--- src/rtl/mwd_pkg.sv ---
// types, constants and tables shared by the moisture wet/dry controller
package mwd_pkg;

  localparam int unsigned MvW     = 12;
  localparam int unsigned CntW    = 4;
  localparam int unsigned LevelW  = 3;
  localparam int unsigned RepeatW = 15;
  localparam int unsigned DelayW  = 21;
  localparam int unsigned PhaseW  = 3;
  localparam int unsigned CfgIdxW = 3;
  localparam int unsigned CfgDataW = 12;

  // phase codes
  localparam logic [PhaseW-1:0] PhDry    = 3'd0;
  localparam logic [PhaseW-1:0] PhJudge  = 3'd1;
  localparam logic [PhaseW-1:0] PhWet    = 3'd2;
  localparam logic [PhaseW-1:0] PhDryRun = 3'd3;
  localparam logic [PhaseW-1:0] PhCc     = 3'd4;

  // request codes
  localparam logic ReqStart   = 1'b0;
  localparam logic ReqMeasure = 1'b1;

  // configuration register indexes
  localparam logic [CfgIdxW-1:0] CfgWetThr    = 3'd0;
  localparam logic [CfgIdxW-1:0] CfgShortThr  = 3'd1;
  localparam logic [CfgIdxW-1:0] CfgGroundThr = 3'd2;
  localparam logic [CfgIdxW-1:0] CfgLogoMode  = 3'd3;
  localparam logic [CfgIdxW-1:0] CfgJudgeCnt  = 3'd4;
  localparam logic [CfgIdxW-1:0] CfgDryCnt    = 3'd5;

  // register reset values
  localparam logic [MvW-1:0]  WetThrRst    = 12'd452;
  localparam logic [MvW-1:0]  ShortThrRst  = 12'd1200;
  localparam logic [MvW-1:0]  GroundThrRst = 12'd30;
  localparam logic [CntW-1:0] JudgeCntRst  = 4'd10;
  localparam logic [CntW-1:0] DryCntRst    = 4'd10;

  // delays in ms
  localparam logic [DelayW-1:0] JudgeDelay    = 21'd250;
  localparam logic [DelayW-1:0] DryStepDelay  = 21'd1000;
  localparam logic [DelayW-1:0] WetRetryDelay = 21'd10000;

  typedef struct packed {
    logic [MvW-1:0]  wet_thr;
    logic [MvW-1:0]  short_thr;
    logic [MvW-1:0]  ground_thr;
    logic            logo_mode;
    logic [CntW-1:0] judge_cnt;
    logic [CntW-1:0] dry_cnt;
  } mwd_cfg_t;

  typedef struct packed {
    logic [PhaseW-1:0]  phase;
    logic [CntW-1:0]    sample_count;
    logic [CntW-1:0]    wet_count;
    logic [CntW-1:0]    dry_run;
    logic [LevelW-1:0]  level;
    logic [RepeatW-1:0] repeat_count;
    logic               moisture;
    logic               cc_on;
  } mwd_state_t;

  typedef struct packed {
    logic               req_type;
    logic [MvW-1:0]     sbu_mv;
    logic               cc_wet;
    logic               charger_present;
    logic               overvoltage;
  } mwd_item_t;

  typedef struct packed {
    logic              moisture;
    logic              cc_detect_enable;
    logic [PhaseW-1:0] phase;
    logic [DelayW-1:0] next_delay_ms;
    logic [LevelW-1:0] backoff_level;
  } mwd_res_t;

  // backoff recheck time per level, last entry repeats
  function automatic logic [DelayW-1:0] backoff_time(input logic [LevelW-1:0] lvl);
    logic [DelayW-1:0] t;
    case (lvl)
      3'd0:    t = 21'd1000;
      3'd1:    t = 21'd6000;
      3'd2:    t = 21'd60000;
      3'd3:    t = 21'd600000;
      default: t = 21'd1800000;
    endcase
    return t;
  endfunction

  // repeats allowed at each level before moving up
  function automatic logic [RepeatW-1:0] backoff_repeat(input logic [LevelW-1:0] lvl);
    logic [RepeatW-1:0] r;
    case (lvl)
      3'd0:    r = 15'd1;
      3'd1:    r = 15'd1;
      3'd2:    r = 15'd10;
      3'd3:    r = 15'd12;
      default: r = 15'd32767;
    endcase
    return r;
  endfunction

endpackage

--- src/rtl/mwd_if.sv ---
// valid/ready channel interfaces for measurement items and results
interface mwd_in_if;
  logic                     valid;
  logic                     ready;
  logic                     req_type;
  logic [mwd_pkg::MvW-1:0]  sbu_mv;
  logic                     cc_wet;
  logic                     charger_present;
  logic                     overvoltage;

  modport source (output valid, req_type, sbu_mv, cc_wet, charger_present, overvoltage,
                  input ready);
  modport sink   (input valid, req_type, sbu_mv, cc_wet, charger_present, overvoltage,
                  output ready);
endinterface

interface mwd_out_if;
  logic                        valid;
  logic                        ready;
  logic                        moisture;
  logic                        cc_detect_enable;
  logic [mwd_pkg::PhaseW-1:0]  phase;
  logic [mwd_pkg::DelayW-1:0]  next_delay_ms;
  logic [mwd_pkg::LevelW-1:0]  backoff_level;

  modport source (output valid, moisture, cc_detect_enable, phase, next_delay_ms,
                  backoff_level, input ready);
  modport sink   (input valid, moisture, cc_detect_enable, phase, next_delay_ms,
                  backoff_level, output ready);
endinterface

--- src/rtl/usb_moisture_wet_dry_controller_top.sv ---
// top level of the connector moisture wet/dry controller
// The controller takes one transaction per clock cycle on the input channel while the skid
// entry is free, and returns exactly one result transaction for each, in order. Start
// transactions (req_type 0) open a judging phase; measurement transactions (req_type 1)
// carry the SBU voltage, the CC wet status, charger presence and overvoltage. The result
// gives the moisture flag, whether CC detection should be on, the current phase, the delay
// in ms until the next measurement is due and the CC recheck backoff level. The state
// update and result are computed in a single pass of comparisons and small counter
// increments from the state registers and the accepted item, and land in the result or
// skid register. A two-entry output buffer (result register plus skid register) keeps the
// input ready while one result waits, so a sustained rate of one transaction per cycle
// holds whenever the sink takes results every cycle. Configuration registers are written
// through the plain write port and should only change while no transaction is in flight.
module usb_moisture_wet_dry_controller_top #(
  parameter int unsigned BACKOFF_LEVELS = 5
) (
  input  logic                          clk_i,
  input  logic                          rst_ni,
  input  logic                          cfg_we_i,
  input  logic [mwd_pkg::CfgIdxW-1:0]   cfg_idx_i,
  input  logic [mwd_pkg::CfgDataW-1:0]  cfg_wdata_i,
  mwd_in_if.sink                        in_if,
  mwd_out_if.source                     out_if
);

  mwd_pkg::mwd_cfg_t   cfg_q;
  mwd_pkg::mwd_state_t state_q;
  mwd_pkg::mwd_state_t state_d;
  mwd_pkg::mwd_item_t  item;
  mwd_pkg::mwd_res_t   res_d;
  mwd_pkg::mwd_res_t   res_q;
  mwd_pkg::mwd_res_t   skid_q;
  logic                res_valid_q;
  logic                skid_valid_q;
  logic                in_fire;
  logic                out_fire;

  // input handshake: stall only when the skid entry is occupied
  assign in_if.ready = !skid_valid_q;
  assign in_fire     = in_if.valid && !skid_valid_q;
  assign out_fire    = res_valid_q && out_if.ready;

  assign item.req_type        = in_if.req_type;
  assign item.sbu_mv          = in_if.sbu_mv;
  assign item.cc_wet          = in_if.cc_wet;
  assign item.charger_present = in_if.charger_present;
  assign item.overvoltage     = in_if.overvoltage;

  // configuration registers
  always_ff @(posedge clk_i or negedge rst_ni) begin
    if (!rst_ni) begin
      cfg_q.wet_thr    <= mwd_pkg::WetThrRst;
      cfg_q.short_thr  <= mwd_pkg::ShortThrRst;
      cfg_q.ground_thr <= mwd_pkg::GroundThrRst;
      cfg_q.logo_mode  <= 1'b0;
      cfg_q.judge_cnt  <= mwd_pkg::JudgeCntRst;
      cfg_q.dry_cnt    <= mwd_pkg::DryCntRst;
    end else if (cfg_we_i) begin
      case (cfg_idx_i)
        mwd_pkg::CfgWetThr:    cfg_q.wet_thr    <= cfg_wdata_i;
        mwd_pkg::CfgShortThr:  cfg_q.short_thr  <= cfg_wdata_i;
        mwd_pkg::CfgGroundThr: cfg_q.ground_thr <= cfg_wdata_i;
        mwd_pkg::CfgLogoMode:  cfg_q.logo_mode  <= cfg_wdata_i[0];
        mwd_pkg::CfgJudgeCnt:  cfg_q.judge_cnt  <= cfg_wdata_i[mwd_pkg::CntW-1:0];
        mwd_pkg::CfgDryCnt:    cfg_q.dry_cnt    <= cfg_wdata_i[mwd_pkg::CntW-1:0];
        default: ;  // writes beyond the register list are dropped
      endcase
    end
  end

  // per-item decision logic
  mwd_core #(
    .BACKOFF_LEVELS (BACKOFF_LEVELS)
  ) u_core (
    .cfg_i   (cfg_q),
    .state_i (state_q),
    .item_i  (item),
    .state_o (state_d),
    .res_o   (res_d)
  );

  // controller state, advanced once per accepted transaction
  always_ff @(posedge clk_i or negedge rst_ni) begin
    if (!rst_ni) begin
      state_q.phase        <= mwd_pkg::PhDry;
      state_q.sample_count <= '0;
      state_q.wet_count    <= '0;
      state_q.dry_run      <= '0;
      state_q.level        <= '0;
      state_q.repeat_count <= '0;
      state_q.moisture     <= 1'b0;
      state_q.cc_on        <= 1'b1;
    end else if (in_fire) begin
      state_q <= state_d;
    end
  end

  // output buffer: result register with a skid entry behind it
  always_ff @(posedge clk_i or negedge rst_ni) begin
    if (!rst_ni) begin
      res_valid_q  <= 1'b0;
      skid_valid_q <= 1'b0;
    end else if (!res_valid_q || out_fire) begin
      if (skid_valid_q) begin
        res_valid_q  <= 1'b1;
        skid_valid_q <= 1'b0;
      end else begin
        res_valid_q <= in_fire;
      end
    end else if (in_fire) begin
      skid_valid_q <= 1'b1;
    end
  end

  // payload registers, no reset needed
  always_ff @(posedge clk_i) begin
    if (!res_valid_q || out_fire) begin
      if (skid_valid_q) begin
        res_q <= skid_q;
      end else if (in_fire) begin
        res_q <= res_d;
      end
    end else if (in_fire) begin
      skid_q <= res_d;
    end
  end

  assign out_if.valid            = res_valid_q;
  assign out_if.moisture         = res_q.moisture;
  assign out_if.cc_detect_enable = res_q.cc_detect_enable;
  assign out_if.phase            = res_q.phase;
  assign out_if.next_delay_ms    = res_q.next_delay_ms;
  assign out_if.backoff_level    = res_q.backoff_level;

  // the skid entry is only filled behind a waiting result
  a_skid_behind_res : assert property (@(posedge clk_i) disable iff (!rst_ni)
    skid_valid_q |-> res_valid_q)
    else $error("skid entry valid without a result in front");

  // a dry connector is never flagged wet
  a_dry_not_wet : assert property (@(posedge clk_i) disable iff (!rst_ni)
    (state_q.phase == mwd_pkg::PhDry) |-> !state_q.moisture)
    else $error("moisture flag set in dry phase");

  // waiting, dry run and cc check only follow a wet verdict
  a_wet_phases_flagged : assert property (@(posedge clk_i) disable iff (!rst_ni)
    ((state_q.phase == mwd_pkg::PhWet) || (state_q.phase == mwd_pkg::PhDryRun) ||
     (state_q.phase == mwd_pkg::PhCc)) |-> state_q.moisture)
    else $error("wet phase without moisture flag");

  // backoff level stays within the configured ceiling
  a_level_ceiling : assert property (@(posedge clk_i) disable iff (!rst_ni)
    state_q.level <= mwd_pkg::LevelW'(BACKOFF_LEVELS - 1))
    else $error("backoff level above ceiling");

  // state only moves on an accepted transaction
  a_state_holds : assert property (@(posedge clk_i) disable iff (!rst_ni)
    !in_fire |=> $stable(state_q))
    else $error("state changed without a transaction");

endmodule

--- src/rtl/mwd_core.sv ---
// next-state and result logic for one item of the moisture controller
module mwd_core #(
  parameter int unsigned BACKOFF_LEVELS = 5
) (
  input  mwd_pkg::mwd_cfg_t   cfg_i,
  input  mwd_pkg::mwd_state_t state_i,
  input  mwd_pkg::mwd_item_t  item_i,
  output mwd_pkg::mwd_state_t state_o,
  output mwd_pkg::mwd_res_t   res_o
);

  localparam logic [mwd_pkg::LevelW-1:0] TopLevel = mwd_pkg::LevelW'(BACKOFF_LEVELS - 1);

  logic                             is_wet;
  logic                             is_dry;
  logic                             is_short;
  logic [mwd_pkg::CntW-1:0]         need;
  logic [mwd_pkg::CntW-1:0]         samp_inc;
  logic [mwd_pkg::CntW-1:0]         wet_inc;
  logic [mwd_pkg::CntW-1:0]         dry_inc;
  logic [mwd_pkg::LevelW-1:0]       lvl_clamp;
  logic [mwd_pkg::LevelW-1:0]       lvl_next;
  logic [mwd_pkg::DelayW-1:0]       delay;
  mwd_pkg::mwd_state_t              st;

  assign is_wet   = (item_i.sbu_mv < cfg_i.wet_thr) && (item_i.sbu_mv > cfg_i.ground_thr);
  assign is_dry   = !item_i.charger_present &&
                    (((item_i.sbu_mv >= cfg_i.wet_thr) && (item_i.sbu_mv <= cfg_i.short_thr))
                     || (item_i.sbu_mv <= cfg_i.ground_thr));
  assign is_short = item_i.sbu_mv >= cfg_i.short_thr;
  assign need     = (cfg_i.judge_cnt == '0) ? mwd_pkg::CntW'(1) : cfg_i.judge_cnt;
  assign samp_inc = state_i.sample_count + mwd_pkg::CntW'(1);
  assign wet_inc  = state_i.wet_count + (is_wet ? mwd_pkg::CntW'(1) : '0);
  assign dry_inc  = state_i.dry_run + mwd_pkg::CntW'(1);
  assign lvl_clamp = (state_i.level > TopLevel) ? TopLevel : state_i.level;
  assign lvl_next  = (lvl_clamp < TopLevel) ? lvl_clamp + mwd_pkg::LevelW'(1) : lvl_clamp;

  always_comb begin
    st    = state_i;
    delay = '0;
    if (item_i.req_type == mwd_pkg::ReqStart) begin
      st.phase        = mwd_pkg::PhJudge;
      st.sample_count = '0;
      st.wet_count    = '0;
      st.cc_on        = 1'b1;
      delay           = mwd_pkg::JudgeDelay;
    end else begin
      case (state_i.phase)
        mwd_pkg::PhJudge: begin
          st.cc_on = 1'b0;
          if (item_i.charger_present) begin
            st.phase    = mwd_pkg::PhDry;
            st.moisture = 1'b0;
            st.cc_on    = 1'b1;
          end else if (cfg_i.logo_mode && (is_short || item_i.overvoltage)) begin
            st.phase    = mwd_pkg::PhWet;
            st.moisture = 1'b1;
          end else begin
            st.wet_count    = wet_inc;
            st.sample_count = samp_inc;
            if (samp_inc >= need) begin
              if (wet_inc >= need) begin
                st.phase    = mwd_pkg::PhWet;
                st.moisture = 1'b1;
              end else begin
                st.phase    = mwd_pkg::PhDry;
                st.moisture = 1'b0;
                st.cc_on    = 1'b1;
              end
            end else begin
              delay = mwd_pkg::JudgeDelay;
            end
          end
        end
        mwd_pkg::PhWet: begin
          st.cc_on = 1'b0;
          if (is_dry) begin
            if (cfg_i.dry_cnt == '0) begin
              st.phase        = mwd_pkg::PhCc;
              st.level        = '0;
              st.repeat_count = '0;
            end else begin
              st.phase   = mwd_pkg::PhDryRun;
              st.dry_run = '0;
              delay      = mwd_pkg::DryStepDelay;
            end
          end else begin
            delay = mwd_pkg::WetRetryDelay;
          end
        end
        mwd_pkg::PhDryRun: begin
          st.cc_on = 1'b0;
          if (is_dry) begin
            st.dry_run = dry_inc;
            if (dry_inc >= cfg_i.dry_cnt) begin
              st.phase        = mwd_pkg::PhCc;
              st.level        = '0;
              st.repeat_count = '0;
            end else begin
              delay = mwd_pkg::DryStepDelay;
            end
          end else begin
            st.phase   = mwd_pkg::PhWet;
            st.dry_run = '0;
            delay      = mwd_pkg::WetRetryDelay;
          end
        end
        mwd_pkg::PhCc: begin
          if (!item_i.cc_wet) begin
            st.phase        = mwd_pkg::PhDry;
            st.moisture     = 1'b0;
            st.cc_on        = 1'b1;
            st.level        = '0;
            st.repeat_count = '0;
          end else begin
            st.cc_on = 1'b0;
            if (state_i.repeat_count >= mwd_pkg::backoff_repeat(lvl_clamp)) begin
              st.repeat_count = '0;
              st.level        = lvl_next;
            end else begin
              st.repeat_count = state_i.repeat_count + mwd_pkg::RepeatW'(1);
              st.level        = lvl_clamp;
            end
            delay = mwd_pkg::backoff_time(st.level);
          end
        end
        default: begin
          // dry, or an unused code: nothing due
          st.phase = mwd_pkg::PhDry;
          st.cc_on = 1'b1;
        end
      endcase
    end
  end

  assign state_o                = st;
  assign res_o.moisture         = st.moisture;
  assign res_o.cc_detect_enable = st.cc_on;
  assign res_o.phase            = st.phase;
  assign res_o.next_delay_ms    = delay;
  assign res_o.backoff_level    = st.level;

endmodule
--- src/flat_wrapper.sv ---
// flat-port wrapper written by rule: the top's interface ports become plain ports
module usb_moisture_wet_dry_controller_top_flat 
#(
  parameter int unsigned BACKOFF_LEVELS = 5
)
  (clk_i, rst_ni, cfg_we_i, cfg_idx_i, cfg_wdata_i, in_if_valid, in_if_req_type, in_if_sbu_mv, in_if_cc_wet, in_if_charger_present, in_if_overvoltage, in_if_ready, out_if_valid, out_if_moisture, out_if_cc_detect_enable, out_if_phase, out_if_next_delay_ms, out_if_backoff_level, out_if_ready);
  mwd_in_if in_if_i ();
  mwd_out_if out_if_i ();
  input  logic clk_i;
  input  logic rst_ni;
  input  logic cfg_we_i;
  input  logic [mwd_pkg::CfgIdxW-1:0] cfg_idx_i;
  input  logic [mwd_pkg::CfgDataW-1:0] cfg_wdata_i;
  input wire logic [$bits(in_if_i.valid)-1:0] in_if_valid;
  input wire logic [$bits(in_if_i.req_type)-1:0] in_if_req_type;
  input wire logic [$bits(in_if_i.sbu_mv)-1:0] in_if_sbu_mv;
  input wire logic [$bits(in_if_i.cc_wet)-1:0] in_if_cc_wet;
  input wire logic [$bits(in_if_i.charger_present)-1:0] in_if_charger_present;
  input wire logic [$bits(in_if_i.overvoltage)-1:0] in_if_overvoltage;
  output wire logic [$bits(in_if_i.ready)-1:0] in_if_ready;
  output wire logic [$bits(out_if_i.valid)-1:0] out_if_valid;
  output wire logic [$bits(out_if_i.moisture)-1:0] out_if_moisture;
  output wire logic [$bits(out_if_i.cc_detect_enable)-1:0] out_if_cc_detect_enable;
  output wire logic [$bits(out_if_i.phase)-1:0] out_if_phase;
  output wire logic [$bits(out_if_i.next_delay_ms)-1:0] out_if_next_delay_ms;
  output wire logic [$bits(out_if_i.backoff_level)-1:0] out_if_backoff_level;
  input wire logic [$bits(out_if_i.ready)-1:0] out_if_ready;
  assign in_if_i.valid = in_if_valid;
  assign in_if_i.req_type = in_if_req_type;
  assign in_if_i.sbu_mv = in_if_sbu_mv;
  assign in_if_i.cc_wet = in_if_cc_wet;
  assign in_if_i.charger_present = in_if_charger_present;
  assign in_if_i.overvoltage = in_if_overvoltage;
  assign in_if_ready = in_if_i.ready;
  assign out_if_valid = out_if_i.valid;
  assign out_if_moisture = out_if_i.moisture;
  assign out_if_cc_detect_enable = out_if_i.cc_detect_enable;
  assign out_if_phase = out_if_i.phase;
  assign out_if_next_delay_ms = out_if_i.next_delay_ms;
  assign out_if_backoff_level = out_if_i.backoff_level;
  assign out_if_i.ready = out_if_ready;
  usb_moisture_wet_dry_controller_top #(.BACKOFF_LEVELS(BACKOFF_LEVELS)) u_core (.clk_i(clk_i), .rst_ni(rst_ni), .cfg_we_i(cfg_we_i), .cfg_idx_i(cfg_idx_i), .cfg_wdata_i(cfg_wdata_i), .in_if(in_if_i), .out_if(out_if_i));
endmodule
--- config.mk ---
export PLATFORM = sky130hd
export DESIGN_NAME = usb_moisture_wet_dry_controller_top_flat
export DESIGN_NICKNAME = d
export VERILOG_FILES = /design/src/rtl/mwd_pkg.sv /design/src/rtl/mwd_if.sv /design/src/rtl/usb_moisture_wet_dry_controller_top.sv /design/src/rtl/mwd_core.sv /design/src/flat_wrapper.sv
export SDC_FILE = /design/constraint.sdc
export NUM_CORES = 1
export LEC_CHECK = 0
export BUFFER_PORTS_ARGS = -buffer_cell sky130_fd_sc_hd__buf_2
export CAP_MARGIN = 20
export CORE_ASPECT_RATIO = 0.6
export CORE_UTILIZATION = 47
export CTS_CLUSTER_SIZE = 10
export DETAILED_ROUTE_END_ITERATION = 12
export GPL_ROUTABILITY_DRIVEN = 0
export HOLD_SLACK_MARGIN = 0.03
export PLACE_DENSITY = 0.68
export SLEW_MARGIN = 20
export SYNTH_ARGS = -nofsm -noshare
export SYNTH_HDL_FRONTEND = slang
export SYNTH_SLANG_ARGS = --single-unit
--- constraint.sdc ---
create_clock -name clk_i -period 3.76 [get_ports clk_i]
set_input_delay 0.94 -clock clk_i [delete_from_list [all_inputs] [get_ports clk_i]]
set_output_delay 0.94 -clock clk_i [all_outputs]
set_load 0.01 [all_outputs]
* Word level (Yosys, flattened, before mapping)
Index checks and enable logic that the tools add are counted.
** Word-level totals
- Bits of input ports :: 36
- Bits in latches :: 0
- ROM bits :: 0
- Logic and storage cells :: 163
- Memories kept :: 0
- Bits in writable memories :: 0
- Register bits after elaboration :: 139
** Operators by class
- Shift operators :: 0
- Add/sub/neg operators :: 5
- Equality and inequality tests :: 23
- Reductions and logical operators :: 34
- $lt $le $gt $ge :: 12
- Multiply operators :: 0
- Div/mod/pow operators :: 0
- Bitwise gates (word level) :: 1
- Multiplexer cells :: 63
** Operator list (count)
- one-hot mux 21 bit (4 select lines) :: 2
- 2-to-1 mux 18 bit :: 8
- 2-to-1 mux 21 bit :: 3
- 2-to-1 mux 29 bit :: 2
- one-hot mux 18 bit (3 select lines) :: 1
- 2-to-1 mux 8 bit :: 6
- 2-to-1 mux 15 bit :: 3
- one-hot mux 15 bit (3 select lines) :: 1
- 2-to-1 mux 3 bit :: 10
- equality test 3 x 2 -> 1 bit, second input constant :: 8
- greater-or-equal comparator 12 bit :: 2
- <= comparator 12 bit :: 2
- 2-to-1 mux 22 bit :: 1
- 2-to-1 mux 10 bit :: 2
- 2-to-1 mux 19 bit :: 1
- AND reduction 2 bit :: 8
- adder 15 x 1 -> 15 bit, second input constant :: 1
- greater-or-equal comparator 15 bit :: 1
- 2-to-1 mux 14 bit :: 1
- != test 2 bit, second input constant :: 7
- equality test 3 x 1 -> 1 bit, second input constant :: 4
- greater-or-equal comparator 4 bit :: 3
- greater-than comparator 12 bit :: 1
- less-than comparator 12 bit :: 1
- 27 further kinds :: 59

* Depth between registers and ports, before layout
Gate-level depths: netlist of the first run.
- Word-level depth :: 20
- Mapped depth :: 18
- Mapped depth without buffers :: 18

* Modules after synthesis
Synthesis of the first run repeated with hierarchy kept, for this count alone.
** Second synthesis, totals
- Cells, all modules :: 751
- Area, all modules :: 8438.1 um^2
** Modules (own cells, without submodules)
- usb_moisture_wet_dry_controller_top :: times used 1, area each 5320.1 um^2, seq. area each 3814.9 um^2, cells each 273
- mwd_core :: times used 1, area each 3118.0 um^2, seq. area each 0.0 um^2, cells each 478

* Worst setup path after synthesis of the first run
No wires, ideal clock.
- Path kind :: input port to flip-flop
- Start point :: in in_if_sbu_mv[1]
- End point :: reg u_core.res_q, in the netlist u_core.out_if.moisture, data pin
- Slack :: -0.473 ns
- Data arrival time :: 3.973 ns
- Buffers on the path :: 0
- Setup time :: 0.260 ns
- Stages :: 16
- Cells stage by stage :: ha_1 > nor2b_1 > o211ai_1 > a211o_1 > a31oi_1 > nor3b_1 > ha_1 > ha_1 > ha_1 > a21o_1 > a21o_1 > a21oi_1 > o21ai_1 > and2_1 > a22o_1 > mux2_2
** RTL lines
- start, declared :: RTL line flat_wrapper.sv:16 : input wire logic [$bits(in_if_i.sbu_mv)-1:0] in_if_sbu_mv;
- end signal, assigned :: RTL line usb_moisture_wet_dry_controller_top.sv:119 : res_q <= skid_q;
- end signal, assigned :: RTL line usb_moisture_wet_dry_controller_top.sv:121 : res_q <= res_d;
- end, declared :: RTL line usb_moisture_wet_dry_controller_top.sv:31 : mwd_pkg::mwd_res_t res_q;

==> results of run 1 <==
[stage by stage]
stage,hold slack (ns),instances,util (%),worst slack (ns)
after floorplan,0.478,758,-,-0.306
final,0.515,1066,58.2,-0.163
after detailed placement,0.501,1032,53.6,-0.708
after global placement,0.496,1032,53.6,-0.639
after CTS,0.511,1066,57.7,-0.144
after global routing,0.523,1066,58.2,-0.295
[area by class of cell]
class                      count  area share [%]
clock buffer                  18            4.77
clock inverter                14            1.47
inverter                      69            2.88
multi-input combinational    531            42.8
sequential                   127            38.1
tap                          203            2.82
timing repair buffer         104            7.15
[registers in the layout, indices dropped and copies added (netlist names)]
register and flops:
u_core.cfg_q 45, u_core.out_if.backoff_level 3, u_core.out_if.cc_detect_enable 1, u_core.out_if.moisture 1
u_core.out_if.next_delay_ms 15, u_core.out_if.phase 3, u_core.out_if.valid 1, u_core.skid_q 23
u_core.skid_valid_q 1, u_core.state_q 34
[per-layer routing]
| metal | up-vias | wire [um] | global-route usage, % |
|---|---|---|---|
| li1 | 2901 | - | - |
| met1 | 2890 | 9190 | 36.7 |
| met2 | 223 | 8180 | 35.1 |
| met3 | 24 | 1190 | 5.45 |
| met4 | 0 | 176 | 5.22 |
| met5 | - | 0 | 0 |
[worst min-delay path by stage]
stage                                       from                           end  cells after the start
floorplan           u_core.cfg_q[11]$_DFFE_PN1P_  u_core.cfg_q[11]$_DFFE_PN1P_                      2
global placement    u_core.cfg_q[41]$_DFFE_PN1P_  u_core.cfg_q[41]$_DFFE_PN1P_                      2
detailed placement   u_core.cfg_q[4]$_DFFE_PN0P_   u_core.cfg_q[4]$_DFFE_PN0P_                      1
CTS                 u_core.cfg_q[31]$_DFFE_PN1P_  u_core.cfg_q[31]$_DFFE_PN1P_                      2
global route        u_core.cfg_q[31]$_DFFE_PN1P_  u_core.cfg_q[31]$_DFFE_PN1P_                      2
finish              u_core.cfg_q[25]$_DFFE_PN1P_  u_core.cfg_q[25]$_DFFE_PN1P_                      2
[timing repair]
| item | 4_1_cts | 5_1_grt |
|---|---|---|
| endpoints found under the hold margin | 0 | 0 |
| setup endpoints to repair | 6 | 7 |
| resized for setup | 11 | 13 |
| hold buffers | 0 | 0 |
| pin swaps | 3 | 3 |
| setup buffers | 3 | 1 |
[worst register-to-register path: stages, from the launching register on]
cell and delay [ns]:
dfstp_2 0.54, inv_2 0.05, ha_4 0.26, nor2b_4 0.12, o211ai_1 0.11, a211o_1 0.31, a31oi_2 0.16, nor3b_2 0.19
ha_2 0.30, inv_2 0.07, ha_4 0.19, nand2b_4 0.12, a21o_1 0.15, a21o_1 0.17, a21oi_2 0.14, o21ai_1 0.07
and2_4 0.19, a22o_1 0.23, mux2_4 0.26
[power groups by stage]
stage / logic (uW) / registers [uW] / clock network (uW)
floorplan: 683 / 1760 / 0
global placement: 955 / 1770 / 0
detailed placement: 1010 / 1780 / 0
CTS: 1060 / 1760 / 1610
global route: 1220 / 1780 / 1680
finish: 1100 / 1760 / 1570
[logic make-up after synthesis]
| logic type | count (synthesis) | share of synthesized area, % |
|---|---|---|
| muxes | 17 | 2.54 |
| xor gates and xnor gates | 7 | 0.818 |
| AOI/OAI and AO/OA | 201 | 17.9 |
| and+or+nand+nor | 233 | 15.6 |
| adders and majority gates | 70 | 11.7 |
| other | 1 | 0.0501 |
| buffers and inverters | 100 | 5.66 |
| DFF | 127 | 45.8 |
[placed cells by master (no fill, tap or decap), drive strengths merged, types with 3 or more instances in the layout]
master,n
and3,13
a22o,3
edfxtp,46
o221ai,4
nand3,22
xor2,3
o21ai,86
o31ai,12
nand4b,3
nand2,94
dfrtp,65
and4,3
a2bb2oi,3
conb,3
a31oi,6
inv,71
buf,104
ha,70
dfstp,16
a21o,16
nand4,15
a22oi,6
a211oi,4
xnor2,4
a21oi,33
o21a,3
nor2b,3
a31o,3
nor2,49
clkinv,10
clkbuf,18
mux2,16
nand2b,10
o211ai,5
nor3,9
==> summary.md, run 1 <==
| Metric | Value |
|---|---|
| Status | `complete, but fails checks` |
| Violated checks | `setup timing` |
| Grt total ovfl | `0` |
| Seq pwr share | `between 30 and 40%` |
| Crit path capture | `u_core.out_if.moisture$_DFFE_PP_` |
| Number of CTS-inserted buffers | `17` |
| Worst path max stage delay | `0.34 ns` |
| # fillers | `1,277` |
| Clk pwr share | `35.5%` |
| Post-route setup slack | `-0.163 ns` |
| Hold Path Class | `reg -> reg` |
| Fin Setup TNS | `-0.216 ns` |
| CTS tree | `yes` |
| Area of the multi-input gates | `approximately 3900 um2` |
| Proportion of layout cells with a drive suffix above 1 | `25.8%` |
| Sequential-to-total area share from yosys stat | `a little under half` |
| Core Area | `15,500 um2` |
| Crit path kind | `in -> reg` |
| Area Overhead vs Synth | `20.1%` |
| Area contributors post-synth | `dfrtp_1 22%, edfxtp_1 18%, ha_1 12%` |
| Setup Viol. Count Final | `3` |
| PortBufs | `between 60 and 70` |
| Post-DR vias/cell | `5.66` |
| Mean post-synth cell area | `9.91 um2` |
| Clock transition at path regs | `0.06 ns` |
| Fin. max-slew vios | `0` |
| Top FF cell, synth | `dfrtp_1` |
| DP Wirelength | `13,700 um` |
| RR Endpoint | `u_core.out_if.moisture$_DFFE_PP_` |
| Power Total | `between 4000 and 5000 uW` |
| Vias in the first global route | `5,822` |
| CP Data Required Time | `3.92 ns` |
| Final wirelength | `18,700 um` |
| Number of max-cap violations | `0` |
| Most used cell, CP | `a21o_1` |
| CTS Buffer Depth | `2` |
| Post-synth EDFFs | `46` |
| Switching power share of the total | `30.5%` |
| Largest net degree at the start of global routing | `82` |
| Mapped Cells | `roughly 760` |
| Cell variety after synth | `79` |
| Net Sw Power | `approximately 1400 uW` |
| Clk_lat worst skew | `0.41 ns` |
| Area post-placement | `8290 um2` |
| Drt pass-1 iters | `6` |
| Slowest-stage cell, CP | `ha_2` |
| Critical path origin | `in_if_sbu_mv[7]` |
| Routed len/inst | `17.6 um` |
| Worst Path Buf+Inv | `2` |
| Post-synth ARST share | `63.8%` |
| Synth area leader | `dfrtp_1` |
| FF/Latch Area | `around 3400 um2` |
| Critical Path Fanout Max | `3` |
| Global-route wire length before repair | `30,800 um` |
| DRC | `0` |
| Total number of vias | `6,038` |
| Pleak | `0.00400 uW` |
| TritonCTS Sinks | `127` |
| Internal power | `3080 uW` |
| Element type at the critical path end | `flip-flop` |
| First DRT Iteration DRCs | `506` |
| Worst-Margin Slew | `0.785 ns` |
| Initial antenna violation count | `0` |
| H-tree levels | `4` |
| Final worst-path cycle share | `104%` |
| DIE AREA | `roughly 16,000 um2` |
| Die H | `99.8 um` |
| Synth Cell Area | `around 7500 um2` |
| F_max | `255 MHz` |
| Period minus WS final | `3.92 ns` |
| Fin area | `between 8000 and 9000 um2` |
| Synth Register Bits | `127` |
| I/O Pins | `between 60 and 70` |
| Top-count cell post-synth | `nand2_1` |
| Die Wd | `between 150 and 200 um` |
| CP Cell Sequence | `buf_2 > ha_1 > nand4_1 > a31o_2 > a21oi_1 > nor3b_2 > ha_2 > inv_2 > ha_4 > nand2b_4 > a21o_1 > a21o_1 > a21oi_2 > o21ai_1 > and2_4 > a22o_1 > mux2_4` |
| Maximum vdd ir drop | `0.242 mV` |
| Top cells by count, synth | `91 x nand2_1, 80 x o21ai_0, 70 x ha_1` |
| Number of diodes | `0` |
| RSZ-0062 raised after global routing | `true` |
| Worst r2r src | `u_core.cfg_q[10]$_DFFE_PN1P_` |
| GRT Resource Usage Total | `between 20% and 30%` |
| Synth top area share | `21.7%` |
| Arrival @ worst endpoint | `4.08 ns` |
| CP top delay family | `compound AO/OA/AOI/OAI gates` |
| CP Launch Type | `primary input` |
| Relative slew slack | `47.7%` |
| Final Hold Vio Count | `0` |
| Routed Antenna Nets | `0` |
| FP Rows | `35` |
| Layout Skew | `0.0150 ns` |
| Warnings from Yosys | `0` |
| R2r setup slk | `-0.12 ns` |
| Initial Util | `about half` |
| Critical path depth | `17` |
| Power Density | `492 nW/um2` |
| Final-stage net count | `956` |
| Comb pwr share | `24.8%` |
| FF-to-FF path depth | `18` |
| CTS root buf | `clkbuf_16` |
Power figures use the tool's default switching activity.
==> run 2: changes to the inputs <==
--- a/config.mk
+++ b/config.mk
@@ -8,6 +8,7 @@
 export BUFFER_PORTS_ARGS = -buffer_cell sky130_fd_sc_hd__buf_2
 export CAP_MARGIN = 20
 export CORE_ASPECT_RATIO = 0.6
+export CORE_MARGIN = 2
 export CORE_UTILIZATION = 47
 export CTS_CLUSTER_SIZE = 10
 export DETAILED_ROUTE_END_ITERATION = 12
==> summary.md, run 2 (synthesis results as in run 1) <==
| Metric | Value |
|---|---|
| Core Area | `15,500 um2 (unchanged)` |
| RR Endpoint | `u_core.out_if.moisture$_DFFE_PP_ (unchanged)` |
| CTS Buffer Depth | `2 (unchanged)` |
| H-tree levels | `4 (unchanged)` |
| Final wirelength | `18,800 um (was 18,700 um)` |
| Crit path kind | `in -> reg (unchanged)` |
| First DRT Iteration DRCs | `641 (was 506)` |
| Largest register by flop count | `u_core.cfg_q (unchanged)` |
| Vias in the first global route | `6,077 (was 5,822)` |
| DRC | `0 (unchanged)` |
| R2r setup slk | `-0.16 ns (was -0.12 ns)` |
| Fin. max-slew vios | `0 (unchanged)` |
| Initial antenna violation count | `0 (unchanged)` |
| Seq pwr share | `39.2% (was 39.7%)` |
| CTS root buf | `clkbuf_16 (unchanged)` |
| M1 WL | `9100 um (was 9190 um)` |
| Die H | `102 um (was 99.8 um)` |
| Layout Skew | `0.0143 ns (was 0.0150 ns)` |
| Met2 wire length | `8240 um (was 8180 um)` |
| Worst hold path depth | `1 (was 2)` |
| Non-filler cells, final | `1,064 (was 1,066)` |
| Hold Path Class | `reg -> reg (unchanged)` |
| Violated checks | `setup timing (unchanged)` |
| Area Overhead vs Synth | `20.3% (was 20.1%)` |
| Switching power share of the total | `32.3% (was 30.5%)` |
| GRT Resource Usage Total | `23.3% (was 24.2%)` |
| Post-route setup slack | `-0.213 ns (was -0.163 ns)` |
| DIE AREA | `17,000 um2 (was 16,500 um2)` |
| Net Sw Power | `1450 uW (was 1350 uW)` |
| Total number of vias | `6,047 (was 6,038)` |
| F_max | `252 MHz (was 255 MHz)` |
| Number of diodes | `0 (unchanged)` |
| Initial Util | `48.5% (unchanged)` |
| Drt pass-1 iters | `5 (was 6)` |
| CTS tree | `yes (unchanged)` |
| DP Wirelength | `13,500 um (was 13,700 um)` |
| Clk pwr share | `36.6% (was 35.5%)` |
| Relative slew slack | `29.9% (was 47.7%)` |
| Worst-Margin Slew | `1.05 ns (was 0.785 ns)` |
| Clk_lat worst skew | `0.42 ns (was 0.41 ns)` |
| CP Data Required Time | `3.93 ns (was 3.92 ns)` |
| CP Launch Type | `primary input (unchanged)` |
| Clock transition at path regs | `0.06 ns (about the same)` |
| FF-to-FF path depth | `18 (unchanged)` |
| Final-stage net count | `954 (was 956)` |
| Area of the multi-input gates | `3850 um2 (about the same)` |
| FF/Latch Area | `3430 um2 (unchanged)` |
| Maximum vdd ir drop | `0.311 mV (was 0.242 mV)` |
| Power Density | `499 nW/um2 (was 492 nW/um2)` |
| Arrival @ worst endpoint | `4.14 ns (was 4.08 ns)` |
| Post-Place Cells | `1,029 (was 1,032)` |
| FP Rows | `35 (unchanged)` |
| Slowest-stage cell, CP | `a211o_1 (was ha_2)` |
| Number of CTS-inserted buffers | `17 (unchanged)` |
| Fin Setup TNS | `-0.547 ns (was -0.216 ns)` |
| I/O Pins | `67 (unchanged)` |
| Critical path origin | `in_if_sbu_mv[1] (was in_if_sbu_mv[7])` |
| Number of max-cap violations | `0 (unchanged)` |
| Routed Antenna Nets | `0 (unchanged)` |
| Setup Viol. Count Final | `5 (was 3)` |
| Proportion of layout cells with a drive suffix above 1 | `26.0% (was 25.8%)` |
| Element type at the critical path end | `flip-flop (unchanged)` |
| Wire length on met3 | `1250 um (was 1190 um)` |
| Post-DR vias/cell | `5.68 (was 5.66)` |
| Final Hold Vio Count | `0 (unchanged)` |
| # fillers | `1,291 (was 1,277)` |
| Largest net degree at the start of global routing | `82 (unchanged)` |
| Period minus WS final | `3.97 ns (was 3.92 ns)` |
| Comb pwr share | `24.3% (was 24.8%)` |
| Worst r2r src | `u_core.cfg_q[10]$_DFFE_PN1P_ (unchanged)` |
| Worst path max stage delay | `0.32 ns (was 0.34 ns)` |
| TritonCTS Sinks | `127 (unchanged)` |
| Largest registers | `u_core.cfg_q (45), u_core.state_q (34), u_core.skid_q (23) (unchanged)` |
| Global-route wire length before repair | `31,300 um (was 30,800 um)` |
| Final worst-path cycle share | `106% (was 104%)` |
| Crit path capture | `u_core.out_if.moisture$_DFFE_PP_ (unchanged)` |
| RSZ-0062 raised after global routing | `true (unchanged)` |
| Critical Path Fanout Max | `3 (unchanged)` |
| Fin area | `9010 um2 (was 9000 um2)` |
| Top layer in use | `met4 (unchanged)` |
| Routed len/inst | `17.7 um (was 17.6 um)` |
| Grt total ovfl | `0 (unchanged)` |
| PortBufs | `63 (unchanged)` |
| Internal power | `3050 uW (was 3080 uW)` |
| Die Wd | `167 um (was 165 um)` |
| CP Cell Sequence | `buf_8 > ha_4 > nor2b_4 > o211ai_1 > a211o_1 > a31oi_2 > nor3b_2 > ha_2 > inv_2 > ha_4 > nand2b_4 > a21o_1 > a21o_1 > a21oi_2 > o21ai_1 > and2_4 > a22o_1 > mux2_4 (was buf_2 > ha_1 > nand4_1 > a31o_2 > a21oi_1 > nor3b_2 > ha_2 > inv_2 > ha_4 > nand2b_4 > a21o_1 > a21o_1 > a21oi_2 > o21ai_1 > and2_4 > a22o_1 > mux2_4)` |
| Commonest non-fill, non-tap cells in the layout | `91 x nand2_1, 78 x o21ai_0, 65 x dfrtp_1 (was 91 x nand2_1, 77 x o21ai_0, 65 x dfrtp_1)` |
| Pleak | `0.00400 uW (about the same)` |
| Commonest non-fill, non-tap cell in the layout | `nand2_1 (unchanged)` |
| Max reg flops | `45 (unchanged)` |
| Area post-placement | `8270 um2 (was 8290 um2)` |
| Status | `complete, but fails checks (unchanged)` |
-- run 2: cell types whose count changed in the layout (fill, tap and decap cells not counted), sizes merged --
cell,before,now
buf,104,102
clkbuf,18,17
clkinv,10,8
inv,71,75
bufinv,1,0
-- run 2: stage by stage --
step	utilization (%)	hold WS, ns	total power [uW]	setup slack (ns)
3_5_place_dp	53.5	0.505	2780	-0.725
5_1_grt	58.3	0.544	4730	-0.364
4_1_cts	58.0	0.518	4490	-0.238
3_3_place_gp	53.5	0.498	2720	-0.641
6_report	58.3	0.518	4500	-0.213
2_1_floorplan	-	0.478	2440	-0.306
-- run 2: worst min path at each step --
stage	startpoint	end	slack [ns]
finish	u_core.cfg_q[4]$_DFFE_PN0P_	u_core.cfg_q[4]$_DFFE_PN0P_	0.52
global route	u_core.cfg_q[4]$_DFFE_PN0P_	u_core.cfg_q[4]$_DFFE_PN0P_	0.54
CTS	u_core.skid_q[20]$_DFFE_PP_	u_core.out_if.next_delay_ms[17]$_DFFE_PP_	0.52
detailed placement	u_core.cfg_q[4]$_DFFE_PN0P_	u_core.cfg_q[4]$_DFFE_PN0P_	0.50
global placement	u_core.state_q[1]$_DFFE_PN0P_	u_core.state_q[1]$_DFFE_PN0P_	0.50
floorplan	u_core.cfg_q[11]$_DFFE_PN1P_	u_core.cfg_q[11]$_DFFE_PN1P_	0.48
-- run 2: repair_timing --
item / in CTS / in global routing
gates resized for setup: 13 / 13
setup buffers: 5 / 0
pin swaps: 12 / 12
hold buffers: 0 / 0
hold endpoints to repair: 0 / 0
setup endpoints to repair: 6 / 11
-- run 2: worst max-delay path, delay by kind of cell --
kind            cells  cell delay (ns)
compound gates      8             1.37
fa+ha+maj           3             0.74
buf+inv             2             0.17
mux                 1             0.26
simple gates        4             0.64
-- run 2: cell type report --
class                           count  area share (%)
Sequential cell                   127            38.0
Inverter                           69            2.87
Clock buffer                       17            4.72
Tap cell                          203            2.82
Timing Repair Buffer              102            6.97
Clock inverter                     15            1.86
Multi-Input combinational cell    531            42.7
-- run 2: per-layer routing --
layer / vias to the layer above / track usage (%)
li1: 2895 / -
met1: 2914 / 34.1
met2: 214 / 35.8
met3: 24 / 4.06
met4: 0 / 6.63
met5: - / 0
-- run 2: power by group through the flow --
stage / Combinational (uW) / Clock [uW] / Sequential [uW]
detailed placement: 997 / 0 / 1780
floorplan: 683 / 0 / 1760
finish: 1090 / 1640 / 1760
global route: 1210 / 1730 / 1780
global placement: 943 / 0 / 1770
CTS: 1060 / 1670 / 1760
